===== src/hw/rtl/cbts_pkg.sv =====
package cbts_pkg;

    localparam int BAUD_W   = 22;
    localparam int CLOCK_W  = 28;
    localparam int PRESC_W  = 11;
    localparam int SEG1_W   = 5;
    localparam int SEG2_W   = 4;
    localparam int SJW_W    = 3;
    localparam int NQ_W     = 5;                 // 1 + seg1 + seg2, up to 19
    localparam int BP_W     = BAUD_W + PRESC_W;  // baud * prescaler
    localparam int PROD_W   = BP_W + NQ_W;       // baud * prescaler * quanta
    localparam int DIV_W    = PRESC_W + NQ_W;

    localparam int MAX_PRESCALER_DEF = 1024;

    localparam logic [CLOCK_W-1:0] CLOCK_48M = CLOCK_W'(48000000);
    localparam logic [CLOCK_W-1:0] CLOCK_45M = CLOCK_W'(45000000);

    localparam logic [SEG1_W-1:0] SEG1_FIRST = SEG1_W'(5);
    localparam logic [SEG1_W-1:0] SEG1_LAST  = SEG1_W'(15);
    localparam logic [SEG2_W-1:0] SEG2_FIRST = SEG2_W'(1);
    localparam logic [SEG2_W-1:0] SEG2_LAST  = SEG2_W'(3);
    localparam logic [SJW_W-1:0]  SJW_FOUND  = SJW_W'(1);

    localparam int TBL_N = 6;

    typedef struct packed {
        logic [BAUD_W-1:0]  rate;
        logic [PRESC_W-1:0] presc;
        logic [SEG1_W-1:0]  seg1;
        logic [SEG2_W-1:0]  seg2;
    } tbl_row_t;

    // rate 0 never occurs in a row with presc 0; unused 45 MHz slot is masked by valid count
    localparam tbl_row_t ROWS_48M [TBL_N] = '{
        '{BAUD_W'(1000000), PRESC_W'(3),  SEG1_W'(13), SEG2_W'(2)},
        '{BAUD_W'(800000),  PRESC_W'(4),  SEG1_W'(12), SEG2_W'(2)},
        '{BAUD_W'(500000),  PRESC_W'(6),  SEG1_W'(13), SEG2_W'(2)},
        '{BAUD_W'(250000),  PRESC_W'(12), SEG1_W'(13), SEG2_W'(2)},
        '{BAUD_W'(125000),  PRESC_W'(24), SEG1_W'(13), SEG2_W'(2)},
        '{BAUD_W'(100000),  PRESC_W'(30), SEG1_W'(13), SEG2_W'(2)}
    };

    localparam tbl_row_t ROWS_45M [TBL_N] = '{
        '{BAUD_W'(1000000), PRESC_W'(3),  SEG1_W'(12), SEG2_W'(2)},
        '{BAUD_W'(500000),  PRESC_W'(5),  SEG1_W'(15), SEG2_W'(2)},
        '{BAUD_W'(250000),  PRESC_W'(10), SEG1_W'(15), SEG2_W'(2)},
        '{BAUD_W'(125000),  PRESC_W'(20), SEG1_W'(15), SEG2_W'(2)},
        '{BAUD_W'(100000),  PRESC_W'(25), SEG1_W'(15), SEG2_W'(2)},
        '{BAUD_W'(100000),  PRESC_W'(25), SEG1_W'(15), SEG2_W'(2)}
    };

    typedef struct packed {
        logic               hit;
        logic [PRESC_W-1:0] presc;
        logic [SEG1_W-1:0]  seg1;
        logic [SEG2_W-1:0]  seg2;
    } tbl_res_t;

    typedef struct packed {
        logic [PRESC_W-1:0] presc;
        logic [SEG1_W-1:0]  seg1;
        logic [SEG2_W-1:0]  seg2;
    } cand_t;

    typedef struct packed {
        logic              valid;
        logic [BP_W-1:0]   bp;
        logic [NQ_W-1:0]   nq;
        cand_t             cand;
    } eval_req_t;

    typedef struct packed {
        logic  match;
        logic  busy;
        cand_t cand;
    } eval_rsp_t;

    // first matching row wins, as in a linear scan
    function automatic tbl_res_t table_find(input logic [CLOCK_W-1:0] clk_hz,
                                            input logic [BAUD_W-1:0]  baud);
        tbl_res_t res;
        tbl_row_t row;
        logic     is48;
        logic     is45;
        res  = '0;
        is48 = (clk_hz == CLOCK_48M);
        is45 = (clk_hz == CLOCK_45M);
        for (int i = TBL_N - 1; i >= 0; i--) begin
            row = is48 ? ROWS_48M[i] : ROWS_45M[i];
            if ((is48 || (is45 && i < TBL_N - 1)) && row.rate == baud) begin
                res.hit   = 1'b1;
                res.presc = row.presc;
                res.seg1  = row.seg1;
                res.seg2  = row.seg2;
            end
        end
        return res;
    endfunction

endpackage


===== src/hw/rtl/cbts_eval.sv =====
// Two-stage multiply/compare unit: one candidate per cycle; product and divisor are registered, then the match flag.
// Match when baud*div <= clock < (baud+1)*div, i.e. floor(clock/div) == baud.
module cbts_eval (
    input  logic                          aclk,
    input  logic                          aresetn,
    input  logic                          clear,
    input  logic [cbts_pkg::CLOCK_W-1:0]  clock_hz,
    input  cbts_pkg::eval_req_t           req,
    output cbts_pkg::eval_rsp_t           rsp
);
    import cbts_pkg::*;

    logic              s1_valid_reg, s1_valid_next;
    logic [PROD_W-1:0] prod_reg;
    logic [DIV_W-1:0]  div_reg;
    cand_t             s1_cand_reg;

    logic              s2_match_reg, s2_match_next;
    cand_t             s2_cand_reg;

    logic [PROD_W-1:0] clock_ext;
    logic [PROD_W-1:0] upper;
    logic              hit;

    assign s1_valid_next = req.valid && !clear;
    assign clock_ext     = PROD_W'(clock_hz);
    assign upper         = prod_reg + PROD_W'(div_reg);
    assign hit           = (prod_reg <= clock_ext) && (upper > clock_ext);
    assign s2_match_next = s1_valid_reg && hit && !clear;

    always_ff @(posedge aclk) begin
        if (!aresetn) begin
            s1_valid_reg <= 1'b0;
            s2_match_reg <= 1'b0;
        end else begin
            s1_valid_reg <= s1_valid_next;
            s2_match_reg <= s2_match_next;
        end
    end

    always_ff @(posedge aclk) begin
        prod_reg    <= PROD_W'(req.bp) * PROD_W'(req.nq);
        div_reg     <= DIV_W'(req.cand.presc) * DIV_W'(req.nq);
        s1_cand_reg <= req.cand;
        s2_cand_reg <= s1_cand_reg;
    end

    assign rsp.match = s2_match_reg;
    assign rsp.busy  = s1_valid_reg || s2_match_reg;
    assign rsp.cand  = s2_cand_reg;

endmodule


===== src/hw/rtl/can_bit_timing_search.sv =====
// CAN bit timing search.
// s_ channel: one beat carries a requested bit rate (tdata[21:0]).
// m_ channel: one beat per request with prescaler, segment 1, segment 2 and
//   jump width in tdata, found flag in tuser; all timing fields are 0 when
//   nothing matches.
// cfg_wr_en/cfg_wr_data load the clock frequency in Hz; write only while idle.
// At 48 MHz or 45 MHz a fixed rate table is checked first.
// Otherwise candidates (prescaler outer, seg2, seg1 inner) go through one
//   pipelined multiply/compare unit at one candidate per cycle; the first hit
//   ends the search; when nothing matches, all 33*MAX_PRESCALER candidates are tried.
// One request at a time: s_tready is high only while the sequencer is idle;
//   the next beat can be taken in the same cycle as a result appears.
// The result sits in an output register, so the next request is accepted
//   while a result still waits; a new result waits until m_tready frees it.
// Reset clears the sequencer and output valid; clock register returns to 48 MHz.
module can_bit_timing_search #(
    parameter int MAX_PRESCALER = cbts_pkg::MAX_PRESCALER_DEF
) (
    input  logic                         aclk,
    input  logic                         aresetn,
    input  logic                         cfg_wr_en,
    input  logic [cbts_pkg::CLOCK_W-1:0] cfg_wr_data,    // clock_hz
    input  logic                         s_tvalid,
    output logic                         s_tready,
    input  logic [23:0]                  s_tdata,        // [21:0] baud_rate
    output logic                         m_tvalid,
    input  logic                         m_tready,
    output logic [23:0]                  m_tdata,        // prescaler, seg_one, seg_two, jump_width
    output logic                         m_tuser         // found
);
    import cbts_pkg::*;

    typedef enum logic [4:0] {
        ST_IDLE   = 5'b00001,
        ST_TABLE  = 5'b00010,
        ST_SEARCH = 5'b00100,
        ST_DRAIN  = 5'b01000,
        ST_OUT    = 5'b10000
    } state_t;

    localparam logic [PRESC_W-1:0] PRESC_LAST = PRESC_W'(MAX_PRESCALER);

    state_t              state_reg, state_next;
    logic [CLOCK_W-1:0]  clock_reg, clock_next;
    logic [BAUD_W-1:0]   baud_reg, baud_next;
    logic [BP_W-1:0]     bp_reg, bp_next;
    cand_t               cand_reg, cand_next;

    logic                res_found_reg, res_found_next;
    cand_t               res_cand_reg, res_cand_next;

    logic                out_valid_reg, out_valid_next;
    logic                out_found_reg, out_found_next;
    cand_t               out_cand_reg, out_cand_next;

    tbl_res_t            tbl;
    eval_req_t           req;
    eval_rsp_t           rsp;
    logic                clear;
    logic                last_cand;
    logic                out_free;

    cbts_eval u_eval (
        .aclk     (aclk),
        .aresetn  (aresetn),
        .clear    (clear),
        .clock_hz (clock_reg),
        .req      (req),
        .rsp      (rsp)
    );

    assign tbl       = table_find(clock_reg, baud_reg);
    assign last_cand = (cand_reg.presc == PRESC_LAST) && (cand_reg.seg2 == SEG2_LAST)
                       && (cand_reg.seg1 == SEG1_LAST);
    assign out_free  = !out_valid_reg || m_tready;
    assign s_tready  = (state_reg == ST_IDLE);

    always_comb begin
        req.valid = (state_reg == ST_SEARCH) && !rsp.match;
        req.bp    = bp_reg;
        req.nq    = NQ_W'(1) + NQ_W'(cand_reg.seg1) + NQ_W'(cand_reg.seg2);
        req.cand  = cand_reg;
    end

    always_comb begin
        state_next     = state_reg;
        clock_next     = cfg_wr_en ? cfg_wr_data : clock_reg;
        baud_next      = baud_reg;
        bp_next        = bp_reg;
        cand_next      = cand_reg;
        res_found_next = res_found_reg;
        res_cand_next  = res_cand_reg;
        out_valid_next = out_valid_reg && !m_tready;
        out_found_next = out_found_reg;
        out_cand_next  = out_cand_reg;
        clear          = 1'b0;

        unique case (state_reg)
            ST_IDLE: begin
                if (s_tvalid) begin
                    baud_next  = s_tdata[BAUD_W-1:0];
                    bp_next    = BP_W'(s_tdata[BAUD_W-1:0]);
                    cand_next  = '{presc: PRESC_W'(1), seg1: SEG1_FIRST, seg2: SEG2_FIRST};
                    state_next = ST_TABLE;
                end
            end
            ST_TABLE: begin
                if (tbl.hit) begin
                    res_found_next = 1'b1;
                    res_cand_next  = '{presc: tbl.presc, seg1: tbl.seg1, seg2: tbl.seg2};
                    state_next     = ST_OUT;
                end else begin
                    state_next = ST_SEARCH;
                end
            end
            ST_SEARCH, ST_DRAIN: begin
                if (rsp.match) begin
                    clear          = 1'b1;
                    res_found_next = 1'b1;
                    res_cand_next  = rsp.cand;
                    state_next     = ST_OUT;
                end else if (state_reg == ST_DRAIN) begin
                    if (!rsp.busy) begin
                        res_found_next = 1'b0;
                        res_cand_next  = '0;
                        state_next     = ST_OUT;
                    end
                end else if (last_cand) begin
                    state_next = ST_DRAIN;
                end else if (cand_reg.seg1 != SEG1_LAST) begin
                    cand_next.seg1 = cand_reg.seg1 + SEG1_W'(1);
                end else if (cand_reg.seg2 != SEG2_LAST) begin
                    cand_next.seg1 = SEG1_FIRST;
                    cand_next.seg2 = cand_reg.seg2 + SEG2_W'(1);
                end else begin
                    cand_next.seg1  = SEG1_FIRST;
                    cand_next.seg2  = SEG2_FIRST;
                    cand_next.presc = cand_reg.presc + PRESC_W'(1);
                    bp_next         = bp_reg + BP_W'(baud_reg);
                end
            end
            ST_OUT: begin
                if (out_free) begin
                    out_valid_next = 1'b1;
                    out_found_next = res_found_reg;
                    out_cand_next  = res_cand_reg;
                    state_next     = ST_IDLE;
                end
            end
            default: begin
                state_next = ST_IDLE;
            end
        endcase
    end

    always_ff @(posedge aclk) begin
        if (!aresetn) begin
            state_reg     <= ST_IDLE;
            clock_reg     <= CLOCK_48M;
            out_valid_reg <= 1'b0;
        end else begin
            state_reg     <= state_next;
            clock_reg     <= clock_next;
            out_valid_reg <= out_valid_next;
        end
    end

    always_ff @(posedge aclk) begin
        baud_reg      <= baud_next;
        bp_reg        <= bp_next;
        cand_reg      <= cand_next;
        res_found_reg <= res_found_next;
        res_cand_reg  <= res_cand_next;
        out_found_reg <= out_found_next;
        out_cand_reg  <= out_cand_next;
    end

    assign m_tvalid = out_valid_reg;
    assign m_tuser  = out_found_reg;
    assign m_tdata  = {1'b0,
                       out_found_reg ? SJW_FOUND : SJW_W'(0),
                       out_cand_reg.seg2,
                       out_cand_reg.seg1,
                       out_cand_reg.presc};

endmodule


===== config.mk =====
export PLATFORM = sky130hd
export DESIGN_NAME = can_bit_timing_search
export DESIGN_NICKNAME = d
export VERILOG_FILES = /design/src/hw/rtl/cbts_pkg.sv /design/src/hw/rtl/cbts_eval.sv /design/src/hw/rtl/can_bit_timing_search.sv
export SDC_FILE = /design/constraint.sdc
export NUM_CORES = 1
export LEC_CHECK = 0
export ABC_AREA = 1
export BUFFER_PORTS_ARGS = -buffer_cell sky130_fd_sc_hd__clkbuf_2
export CORE_ASPECT_RATIO = 1.2
export CORE_MARGIN = 5
export CORE_UTILIZATION = 50
export CTS_CLUSTER_DIAMETER = 150
export DETAILED_ROUTE_END_ITERATION = 7
export HOLD_SLACK_MARGIN = 0.15
export PLACE_DENSITY_LB_ADDON = 0.1
export SYNTH_ARGS = -nofsm -noshare
export SYNTH_HDL_FRONTEND = slang
export SYNTH_SLANG_ARGS = --single-unit
export TNS_END_PERCENT = 30

===== constraint.sdc =====
create_clock -name aclk -period 8 [get_ports aclk]
set_clock_uncertainty 0.05 [all_clocks]
set_input_delay 1.6 -clock aclk [delete_from_list [all_inputs] [get_ports aclk]]
set_output_delay 1.6 -clock aclk [all_outputs]
set_load 0.01 [all_outputs]

==> results.json, run 1 <==
{
  "clk_pin_slew_ps": 60,
  "slew_headroom_pct": 22.7,
  "die_x_um": 192,
  "clockBufferDepth": 3,
  "clk_latency_ps": 590,
  "required_ps": 8450,
  "min_path_type": "register to register",
  "cts_tree": "done",
  "wl_met2_um": 28300,
  "vias_per_cell": 5.39,
  "finalHoldViolCount": 0,
  "fin_crit_sh_pct": 82.2,
  "core_area_um2": 39600,
  "largest_reg_flops": 38,
  "place_congestion": 0.919,
  "fill_cells": 3892,
  "met1_length_um": 23300,
  "dr_total_vias": 17118,
  "drtIter0Drc": 909,
  "rr_worst_depth": 25,
  "synth-edff-count": 117,
  "max_freq_mhz": 152,
  "cts_max_level": 1,
  "grt_pass1_wl_um": 89800,
  "status": "completed",
  "setup_viol": 0,
  "post-cts-setup-buffer-count": 0,
  "drt-pass1-iter-count": 5,
  "port_buffers": 78,
  "drc": 0,
  "first_global_vias": 17383,
  "antenna_found_initial": 0,
  "arrival_ps": 7030,
  "holdBufCountCts": 0,
  "rsz0062_at_grt": "false",
  "antenna_left": 0,
  "hpwlAfterDp_um": 47200,
  "crit_type": "register to register",
  "fin_nets": 2975,
  "synthFlopType": "dfxtp_1",
  "syn_to_final_growth_pct": 9.54,
  "groute.usage.overall_pct": 25.7,
  "post-route-min-period_ps": 6580,
  "min_path_cells": 0,
  "cts_resized": 0,
  "setup_tns_ps": 0,
  "io_pins": 84,
  "start_kind": "register",
  "clkSinkCount": 247,
  "synth_cell_types": 52,
  "worstMarginPinSlew_ps": 1160,
  "yosysWarnings": 0,
  "cts_root_buf": "clkbuf_16",
  "cp_max_fo": 12,
  "mappedNetlistArea_um2": 19900,
  "num_antenna_cells": 0,
  "async_flop_share_pct": 0,
  "drive_above_1_share_pct": 7.34,
  "overflow": 0,
  "ys_ff_latch": 247,
  "synth.avg_cell_area_um2": 7.81,
  "wl_met3_um": 2750,
  "top_layer": "met4",
  "ys_seq_area_share_pct": 30.7,
  "grt_max_degree": 49,
  "wire_per_inst_um": 17.9,
  "synthCells": 2553,
  "drt_wl_total_um": 56900,
  "die_h_um": 229,
  "die_area_um2": 44000,
  "end_kind": "register",
  "start_util_pct": 50.3,
  "max-cap-violations": 0,
  "slew_viol_final": 0,
  "rows": 80,
  "cts_buffers": 27
}
[per-stage QoR]
step           hold WS (ps)  std cells  utilization [%]  setup WS (ps)  area (um^2)
3_5_place_dp            262       3126             52.7           1380        20900
6_report                274       3176             55.1           1420        21800
2_1_floorplan           260       2555                -           1350        19900
3_3_place_gp            262       3126             52.7           1510        20900
4_1_cts                 275       3176             55.1           1370        21800
5_1_grt                 279       3176             55.1            917        21800
[logic make-up (layout without fill, tap and decap cells)]
group | Yosys count | in the layout | synth area share [%]
AO/OA/AOI/OAI | 365 | 365 | 9.86
XOR/XNOR | 87 | 87 | 3.86
buffers and inverters | 454 | 542 | 8.71
other | 1 | 3 | 0.0188
AND/OR/NAND/NOR | 1103 | 1103 | 23.6
adder cells (fa/ha/maj) | 296 | 296 | 23.2
flip-flops | 247 | 247 | 30.7
[area by class of cell]
cell class | count | area, um^2 | share of cell area, %
Inverter | 402 | 1510 | 6.91
Clock inverter | 16 | 185 | 0.848
Clock buffer | 34 | 764 | 3.50
Sequential cell | 247 | 6120 | 28.0
Multi-Input combinational cell | 1854 | 12100 | 55.5
Timing Repair Buffer | 90 | 480 | 2.20
Tap cell | 533 | 667 | 3.05
[per-layer routing]
metal / GRT usage (%) / vias to the layer above
met5: 0 / -
met4: 10.5 / 0
met3: 3.01 / 117
met2: 45.4 / 468
met1: 31.7 / 8109
li1: - / 8424
[worst max-delay path, cell delays in order, from the launching register on]
cell and delay [ps]:
edfxtp_1 440, ha_1 330, inv_1 70, fa_1 430, o21ai_0 180, a21oi_1 90, or2_2 270, nand2_1 420
inv_1 510, nand2_1 220, fa_1 440, fa_1 530, fa_1 550, inv_1 40, ha_1 350, a21oi_1 110
o21ai_1 170, a21oi_1 90, o21ai_1 380, nand3_1 130, nand3_1 190, nand3_1 100, nand2_1 110, nand2_1 50
nand2_1 60, xor2_1 170
[final timing paths]
kind                         startpoint             endpoint  slack (ps)
hold / removal    u_eval.s1_cand_reg[8]        u_eval.rsp[8]         270
hold reg to reg   u_eval.s1_cand_reg[8]        u_eval.rsp[8]         270
setup reg to reg            cand_reg[4]  u_eval.prod_reg[35]        1420
setup / recovery            cand_reg[4]  u_eval.prod_reg[35]        1420
[Yosys cell counts, drive strengths merged, types with 2 or more instances]
cell type / count / area, um^2
nand3: 115 / 598
o21a: 7 / 52.6
xnor2: 24 / 210
ha: 173 / 2160
nor2: 361 / 1420
a31oi: 12 / 75.1
clkinv: 4 / 15.0
nor4: 20 / 125
o21ai: 122 / 611
a211oi: 2 / 15.0
o21bai: 6 / 45.0
o31ai: 5 / 37.5
a21boi: 7 / 52.6
inv: 398 / 1490
nor3b: 3 / 22.5
edfxtp: 117 / 3510
nor3: 50 / 250
and3: 3 / 18.8
dfxtp: 130 / 2600
nand2: 491 / 1880
fa: 123 / 2460
o211ai: 4 / 30.0
clkbuf: 37 / 139
a21oi: 187 / 943
xor2: 63 / 559
nand3b: 6 / 45.0
a21o: 9 / 67.6
nand4: 40 / 256
or2: 12 / 75.1
buf: 15 / 88.8
[cell usage in the layout (no fill, tap or decap), types with 5 or more instances in the layout]
cell,n
or2_2,12
a21oi_1,184
nand3b_1,6
o21a_1,7
o31ai_1,5
edfxtp_1,117
clkbuf_2,78
nor3_1,50
nand3_1,112
nand2_1,478
fa_1,123
a31oi_1,12
nor2_2,6
ha_1,173
nor2_1,347
xor2_1,62
inv_2,10
nor2_4,7
o21bai_1,6
clkinv_1,5
o21ai_0,115
o21ai_1,7
dfxtp_1,130
clkbuf_16,29
buf_4,12
nand4_1,39
a21o_1,9
clkinv_2,6
nand2_2,12
a21boi_0,7
inv_1,388
xnor2_1,24
nor4_1,19
Power of run 1 is not shown: default switching activity piles up to over one toggle a cycle in this logic, so the estimate is an artifact.
==> run 2: changes to the inputs <==
--- a/config.mk
+++ b/config.mk
@@ -5,7 +5,7 @@
 export SDC_FILE = /design/constraint.sdc
 export NUM_CORES = 1
 export LEC_CHECK = 0
-export ABC_AREA = 1
+export ABC_AREA = 0
 export BUFFER_PORTS_ARGS = -buffer_cell sky130_fd_sc_hd__clkbuf_2
 export CORE_ASPECT_RATIO = 1.2
 export CORE_MARGIN = 5
==> constraint.sdc (replaced) <==
create_clock -name aclk -period 5.9 [get_ports aclk]
set_clock_uncertainty 0.05 [all_clocks]
set_input_delay 1.18 -clock aclk [delete_from_list [all_inputs] [get_ports aclk]]
set_output_delay 1.18 -clock aclk [all_outputs]
set_load 0.01 [all_outputs]
==> run 2 against run 1 <==
Effect of this change:
- the flow now finishes with violations (setup timing)
- first-iteration DRC count shrank 35%
- synthesized cell count shrank 25%
- routed wire length shrank 24%
- sequential share of layout area grew 0.67 points
- critical endpoint unchanged
- hold slack gained 2.7 ps
- highest routed layer unchanged
- flip-flop and latch count is the same
- count of clock-buffer cells in the layout is the same
- area after synthesis shrank 6.6%
==> results.json, run 2 <==
{
  "setup_tns_ps": -42.4,
  "antenna_found_initial": 0,
  "seq_area_um2": 6120,
  "hpwlAfterDp_um": 34400,
  "cts_buffers": 27,
  "drive_above_1_share_pct": 14.0,
  "die_area_um2": 41200,
  "synth_mux_area_share_pct": 1.41,
  "yosysWarnings": 0,
  "drt_wl_total_um": 43100,
  "place_congestion": 0.879,
  "synth.avg_cell_area_um2": 9.70,
  "antenna_left": 0,
  "worstMarginPinSlew_ps": 988,
  "first_global_vias": 14639,
  "die_h_um": 221,
  "groute.usage.overall_pct": 21.2,
  "arrival_ps": 6320,
  "synth-compound-area-share_pct": 12.3,
  "max_freq_mhz": 168,
  "min_path_type": "register to register",
  "synth_area_leaders": "edfxtp_1 (19%), dfxtp_1 (14%), fa_1 (13%)",
  "port_buffers": 78,
  "status": "complete, but fails checks",
  "largest_reg_flops": 38,
  "synth-simple-area-share_pct": 18.5,
  "holdBufCountCts": 0,
  "num_antenna_cells": 0,
  "yosysMostFrequentCell": "inv_1",
  "die_x_um": 186,
  "multi_input_area_um2": 11900,
  "start_util_pct": 50.6,
  "required_ps": 6280,
  "synth_fa_ha_area_share_pct": 24.9,
  "async_flop_share_pct": 0,
  "place_inst": 2494,
  "final_common_cell": "inv_1",
  "synthXorXnorAreaFrac_pct": 5.18,
  "synthFlopType": "dfxtp_1",
  "post-route-min-period_ps": 5940,
  "start_kind": "register",
  "synth_commonest_cells": "inv_1 (181), ha_1 (173), nand2_1 (157)",
  "violations": "setup timing",
  "clk_latency_ps": 560,
  "clockBufferDepth": 3,
  "slew_headroom_pct": 34.1,
  "grt_max_degree": 69,
  "mostFrequentLayoutCells": "inv_1 (181), ha_1 (162), nand2_1 (157)",
  "crit_type": "register to register",
  "pre_cts_slack_ps": -250,
  "fin_util_pct": 57.9,
  "drtIter0Drc": 588,
  "slew_viol_final": 0,
  "cts_max_level": 1,
  "clk_pin_slew_ps": 70,
  "max-cap-violations": 0,
  "dr_total_vias": 13875,
  "rows": 77,
  "end_kind": "register",
  "fin_crit_sh_pct": 101,
  "ys_seq_area_share_pct": 32.9,
  "drc": 0,
  "synth-edff-count": 117,
  "core_area_um2": 36800,
  "yosys.area.top_type": "edfxtp_1",
  "ys_ff_latch": 247,
  "fin_nets": 2409,
  "grt_pass1_wl_um": 72100,
  "fill_cells": 3289,
  "cp_max_fo": 18,
  "setup_viol": 1,
  "synth_cell_types": 81,
  "io_pins": 84,
  "setup_ws_ps": -42.4,
  "yosysTopAreaCellShare_pct": 18.9,
  "drt-pass1-iter-count": 5,
  "mappedNetlistArea_um2": 18600,
  "vias_per_cell": 5.44,
  "synthCells": 1918,
  "wire_per_inst_um": 16.9,
  "rsz0062_at_grt": "true",
  "cts_tree": "done",
  "clkSinkCount": 247,
  "finalHoldViolCount": 0,
  "synth_top_family_by_area": "adder cells",
  "cts_root_buf": "clkbuf_16",
  "overflow": 0,
  "syn_to_final_growth_pct": 14.6,
  "fin_cells": 2550
}
## run 2: cell count changes after synthesis, moves of 52 or more
cell     previous run  this run
a21oi_1           185        92
nor2b_1             0        52
nand2_1           478       157
inv_1             388       181
nor2_1            349       119
and2_1              1       128
nand3_1           112        34
## run 2: per-stage QoR
| stage | cell area [um^2] | hold slack, ps |
|---|---|---|
| finish | 21300 | 277 |
| global route | 21300 | 282 |
| CTS | 21100 | 277 |
| detailed placement | 20100 | 262 |
| global placement | 20100 | 263 |
| floorplan | 18600 | 260 |
## run 2: layout make-up
| class | count | share of cell area (%) |
|---|---|---|
| multi-input combinational | 1437 | 55.7 |
| sequential | 247 | 28.7 |
| timing repair buffer | 162 | 5.04 |
| clock buffer | 34 | 3.69 |
| inverter | 181 | 3.19 |
| tap | 474 | 2.78 |
| clock inverter | 15 | 0.892 |
## run 2: final timing paths
path / cells past startpoint / start / end / slack [ps]
setup reg to reg: 22 / cand_reg[4] / u_eval.prod_reg[35] / -40
setup / recovery: 22 / cand_reg[4] / u_eval.prod_reg[35] / -40
hold / removal: 0 / u_eval.s1_cand_reg[3] / u_eval.rsp[3] / 280
hold reg to reg: 0 / u_eval.s1_cand_reg[3] / u_eval.rsp[3] / 280
## run 2: routing by layer
layer  routed length, um  track usage, %
met1               17800            25.7
met2               22600            38.9
met3                1210            2.05
met4                1470            6.98
met5                   0               0
## run 2: kinds of logic after synthesis
group	Yosys count
buffers and inverters	236
and+or+nand+nor	653
xor gates and xnor gates	110
AOI/OAI and AO/OA	349
other	1
DFF	247
muxes	26
adders and majority gates	296
## run 2: what timing repair did
action | 4_1_cts | 5_1_grt
buffers inserted | 4 | 3
hold endpoints to repair | 0 | 0
gates resized for setup | 20 | 34
pin swaps | 9 | 11
setup endpoints to repair | 10 | 19
## run 2: worst max-delay path, stage by stage, from the launching register on
cell	delay, ps
edfxtp_1	400
ha_2	230
xor2_2	170
ha_1	280
nor2b_1	130
o21ai_1	120
nand2b_1	120
xnor2_2	180
buf_12	170
and2_1	180
fa_1	520
fa_1	540
fa_1	500
ha_1	360
a21oi_1	130
o21ai_0	120
a31oi_1	290
a21oi_1	150
a211oi_2	270
o21ai_2	100
o41a_1	330
o41a_1	330
xor2_1	150
Power of run 2 is left out for the same reason.
==> run 3: changes to the inputs <==
--- a/config.mk
+++ b/config.mk
@@ -13,7 +13,7 @@
 export CTS_CLUSTER_DIAMETER = 150
 export DETAILED_ROUTE_END_ITERATION = 7
 export HOLD_SLACK_MARGIN = 0.15
-export PLACE_DENSITY_LB_ADDON = 0.1
+export PLACE_DENSITY = 0.74
 export SYNTH_ARGS = -nofsm -noshare
 export SYNTH_HDL_FRONTEND = slang
 export SYNTH_SLANG_ARGS = --single-unit
==> constraint.sdc (replaced) <==
create_clock -name aclk -period 7.4 [get_ports aclk]
set_clock_uncertainty 0.05 [all_clocks]
set_input_delay 1.48 -clock aclk [delete_from_list [all_inputs] [get_ports aclk]]
set_output_delay 1.48 -clock aclk [all_outputs]
set_load 0.01 [all_outputs]
==> run 3 against run 2 <==
Effect of this change:
- die area is the same
- largest cell class unchanged
- global-route usage shrank 0.77 points
- hold slack gained 0.51 ps
- via count shrank 1.2%
- sequential share of layout area grew 1.3 points
- the flow now finishes without violations
- flip-flop and latch count is the same
- core utilization shrank 2.6 points
- non-clock buffer count shrank 68
- worst setup slack gained 560 ps
==> results.json, run 3 (synthesis results as in run 2) <==
{
  "min_path_type": "register to register",
  "num_antenna_cells": 0,
  "setup_viol": 0,
  "drt_wl_total_um": 42000,
  "clk_pin_slew_ps": 70,
  "groute.usage.overall_pct": 20.4,
  "place_congestion": 0.887,
  "setup_tns_ps": 0,
  "arrival_ps": 7280,
  "final_common_cell": "inv_1",
  "antenna_found_initial": 0,
  "slew_headroom_pct": 31.5,
  "min_path_cells": 0,
  "vias_per_cell": 5.53,
  "required_ps": 7790,
  "cp_slowest_cell": "xnor2_2",
  "post-route-min-period_ps": 6890,
  "drive_above_1_share_pct": 8.38,
  "start_kind": "register",
  "max_freq_mhz": 145,
  "core_area_um2": 36800,
  "drc": 0,
  "holdBufCountCts": 0,
  "syn_to_final_growth_pct": 9.43,
  "finalHoldViolCount": 0,
  "cts_max_level": 1,
  "first_global_vias": 14406,
  "max-cap-violations": 0,
  "worstMarginPinSlew_ps": 1030,
  "grt_max_degree": 45,
  "rows": 77,
  "largest_reg_flops": 38,
  "die_x_um": 186,
  "crit_buf_inv": 4,
  "cp.depth": 25,
  "rsz0062_at_grt": "false",
  "status": "completed",
  "grt_pass1_wl_um": 70000,
  "io_pins": 84,
  "port_buffers": 78,
  "antenna_left": 0,
  "hpwlAfterDp_um": 33600,
  "wire_per_inst_um": 17.0,
  "cts_buffers": 25,
  "end_kind": "register",
  "slew_viol_final": 0,
  "dr_total_vias": 13703,
  "post-cts-setup-buffer-count": 0,
  "overflow": 0,
  "fin_crit_sh_pct": 93.1,
  "clk_latency_ps": 560,
  "crit_type": "register to register",
  "drt-pass1-iter-count": 5,
  "fin_nets": 2339,
  "max_stage_delay_ps": 660,
  "start_util_pct": 50.6,
  "cp_max_fo": 19,
  "die_h_um": 221,
  "mostFrequentLayoutCells": "inv_1 (181), ha_1 (173), nand2_1 (157)",
  "clockBufferDepth": 3,
  "die_area_um2": 41200,
  "cts_tree": "done",
  "clkSinkCount": 247,
  "cts_resized": 0,
  "drtIter0Drc": 641,
  "cts_root_buf": "clkbuf_16",
  "rr_worst_depth": 25,
  "crit_family": "adder cells"
}
## run 3: cell types whose count changed in the layout (fill, tap and decap cells not counted), sizes merged
cell / before / now
buf: 84 / 16
bufinv: 3 / 1
clkbuf: 112 / 111
inv: 184 / 183
## run 3: worst register-to-register path: cells and delay by family, from the launching register on
kind | cells | cell delay (ps)
AO/OA/AOI/OAI | 6 | 1400
XOR/XNOR | 3 | 1050
adder cells (fa/ha/maj) | 6 | 2490
buffers and inverters | 4 | 510
flip-flops | 1 | 480
AND/OR/NAND/NOR | 6 | 790
## run 3: layout make-up
type,count,area [um^2]
Fill cell,3249,16400
Clock inverter,12,119
Tap cell,474,593
Timing Repair Buffer,94,510
Clock buffer,33,708
Sequential cell,247,6120
Multi-Input combinational cell,1437,11600
Inverter,181,679
## run 3: stage by stage
stage | cells | area (um^2) | setup slack (ps) | hold WS (ps) | utilization [%]
floorplan | 1920 | 18600 | 1420 | 260 | -
global placement | 2433 | 19500 | 685 | 260 | 53.1
detailed placement | 2433 | 19500 | 554 | 262 | 53.1
CTS | 2478 | 20400 | 526 | 277 | 55.3
global route | 2478 | 20400 | 58.9 | 282 | 55.3
finish | 2478 | 20400 | 513 | 277 | 55.3
## run 3: layer usage
| metal | global-route usage (%) | wire length, um | vias to the layer above |
|---|---|---|---|
| met5 | 0 | 0 | - |
| met3 | 2.20 | 1420 | 73 |
| met4 | 6.91 | 1430 | 0 |
| li1 | - | - | 6722 |
| met1 | 25.1 | 17700 | 6691 |
| met2 | 37.0 | 21500 | 217 |
## run 3: worst paths after layout
path,end,slack (ps),startpoint
max,u_eval.prod_reg[35],510,cand_reg[4]
min,u_eval.rsp[19],280,u_eval.s1_cand_reg[19]
max reg2reg,u_eval.prod_reg[35],510,cand_reg[4]
min reg2reg,u_eval.rsp[19],280,u_eval.s1_cand_reg[19]
Power of run 3 is left out for the same reason.
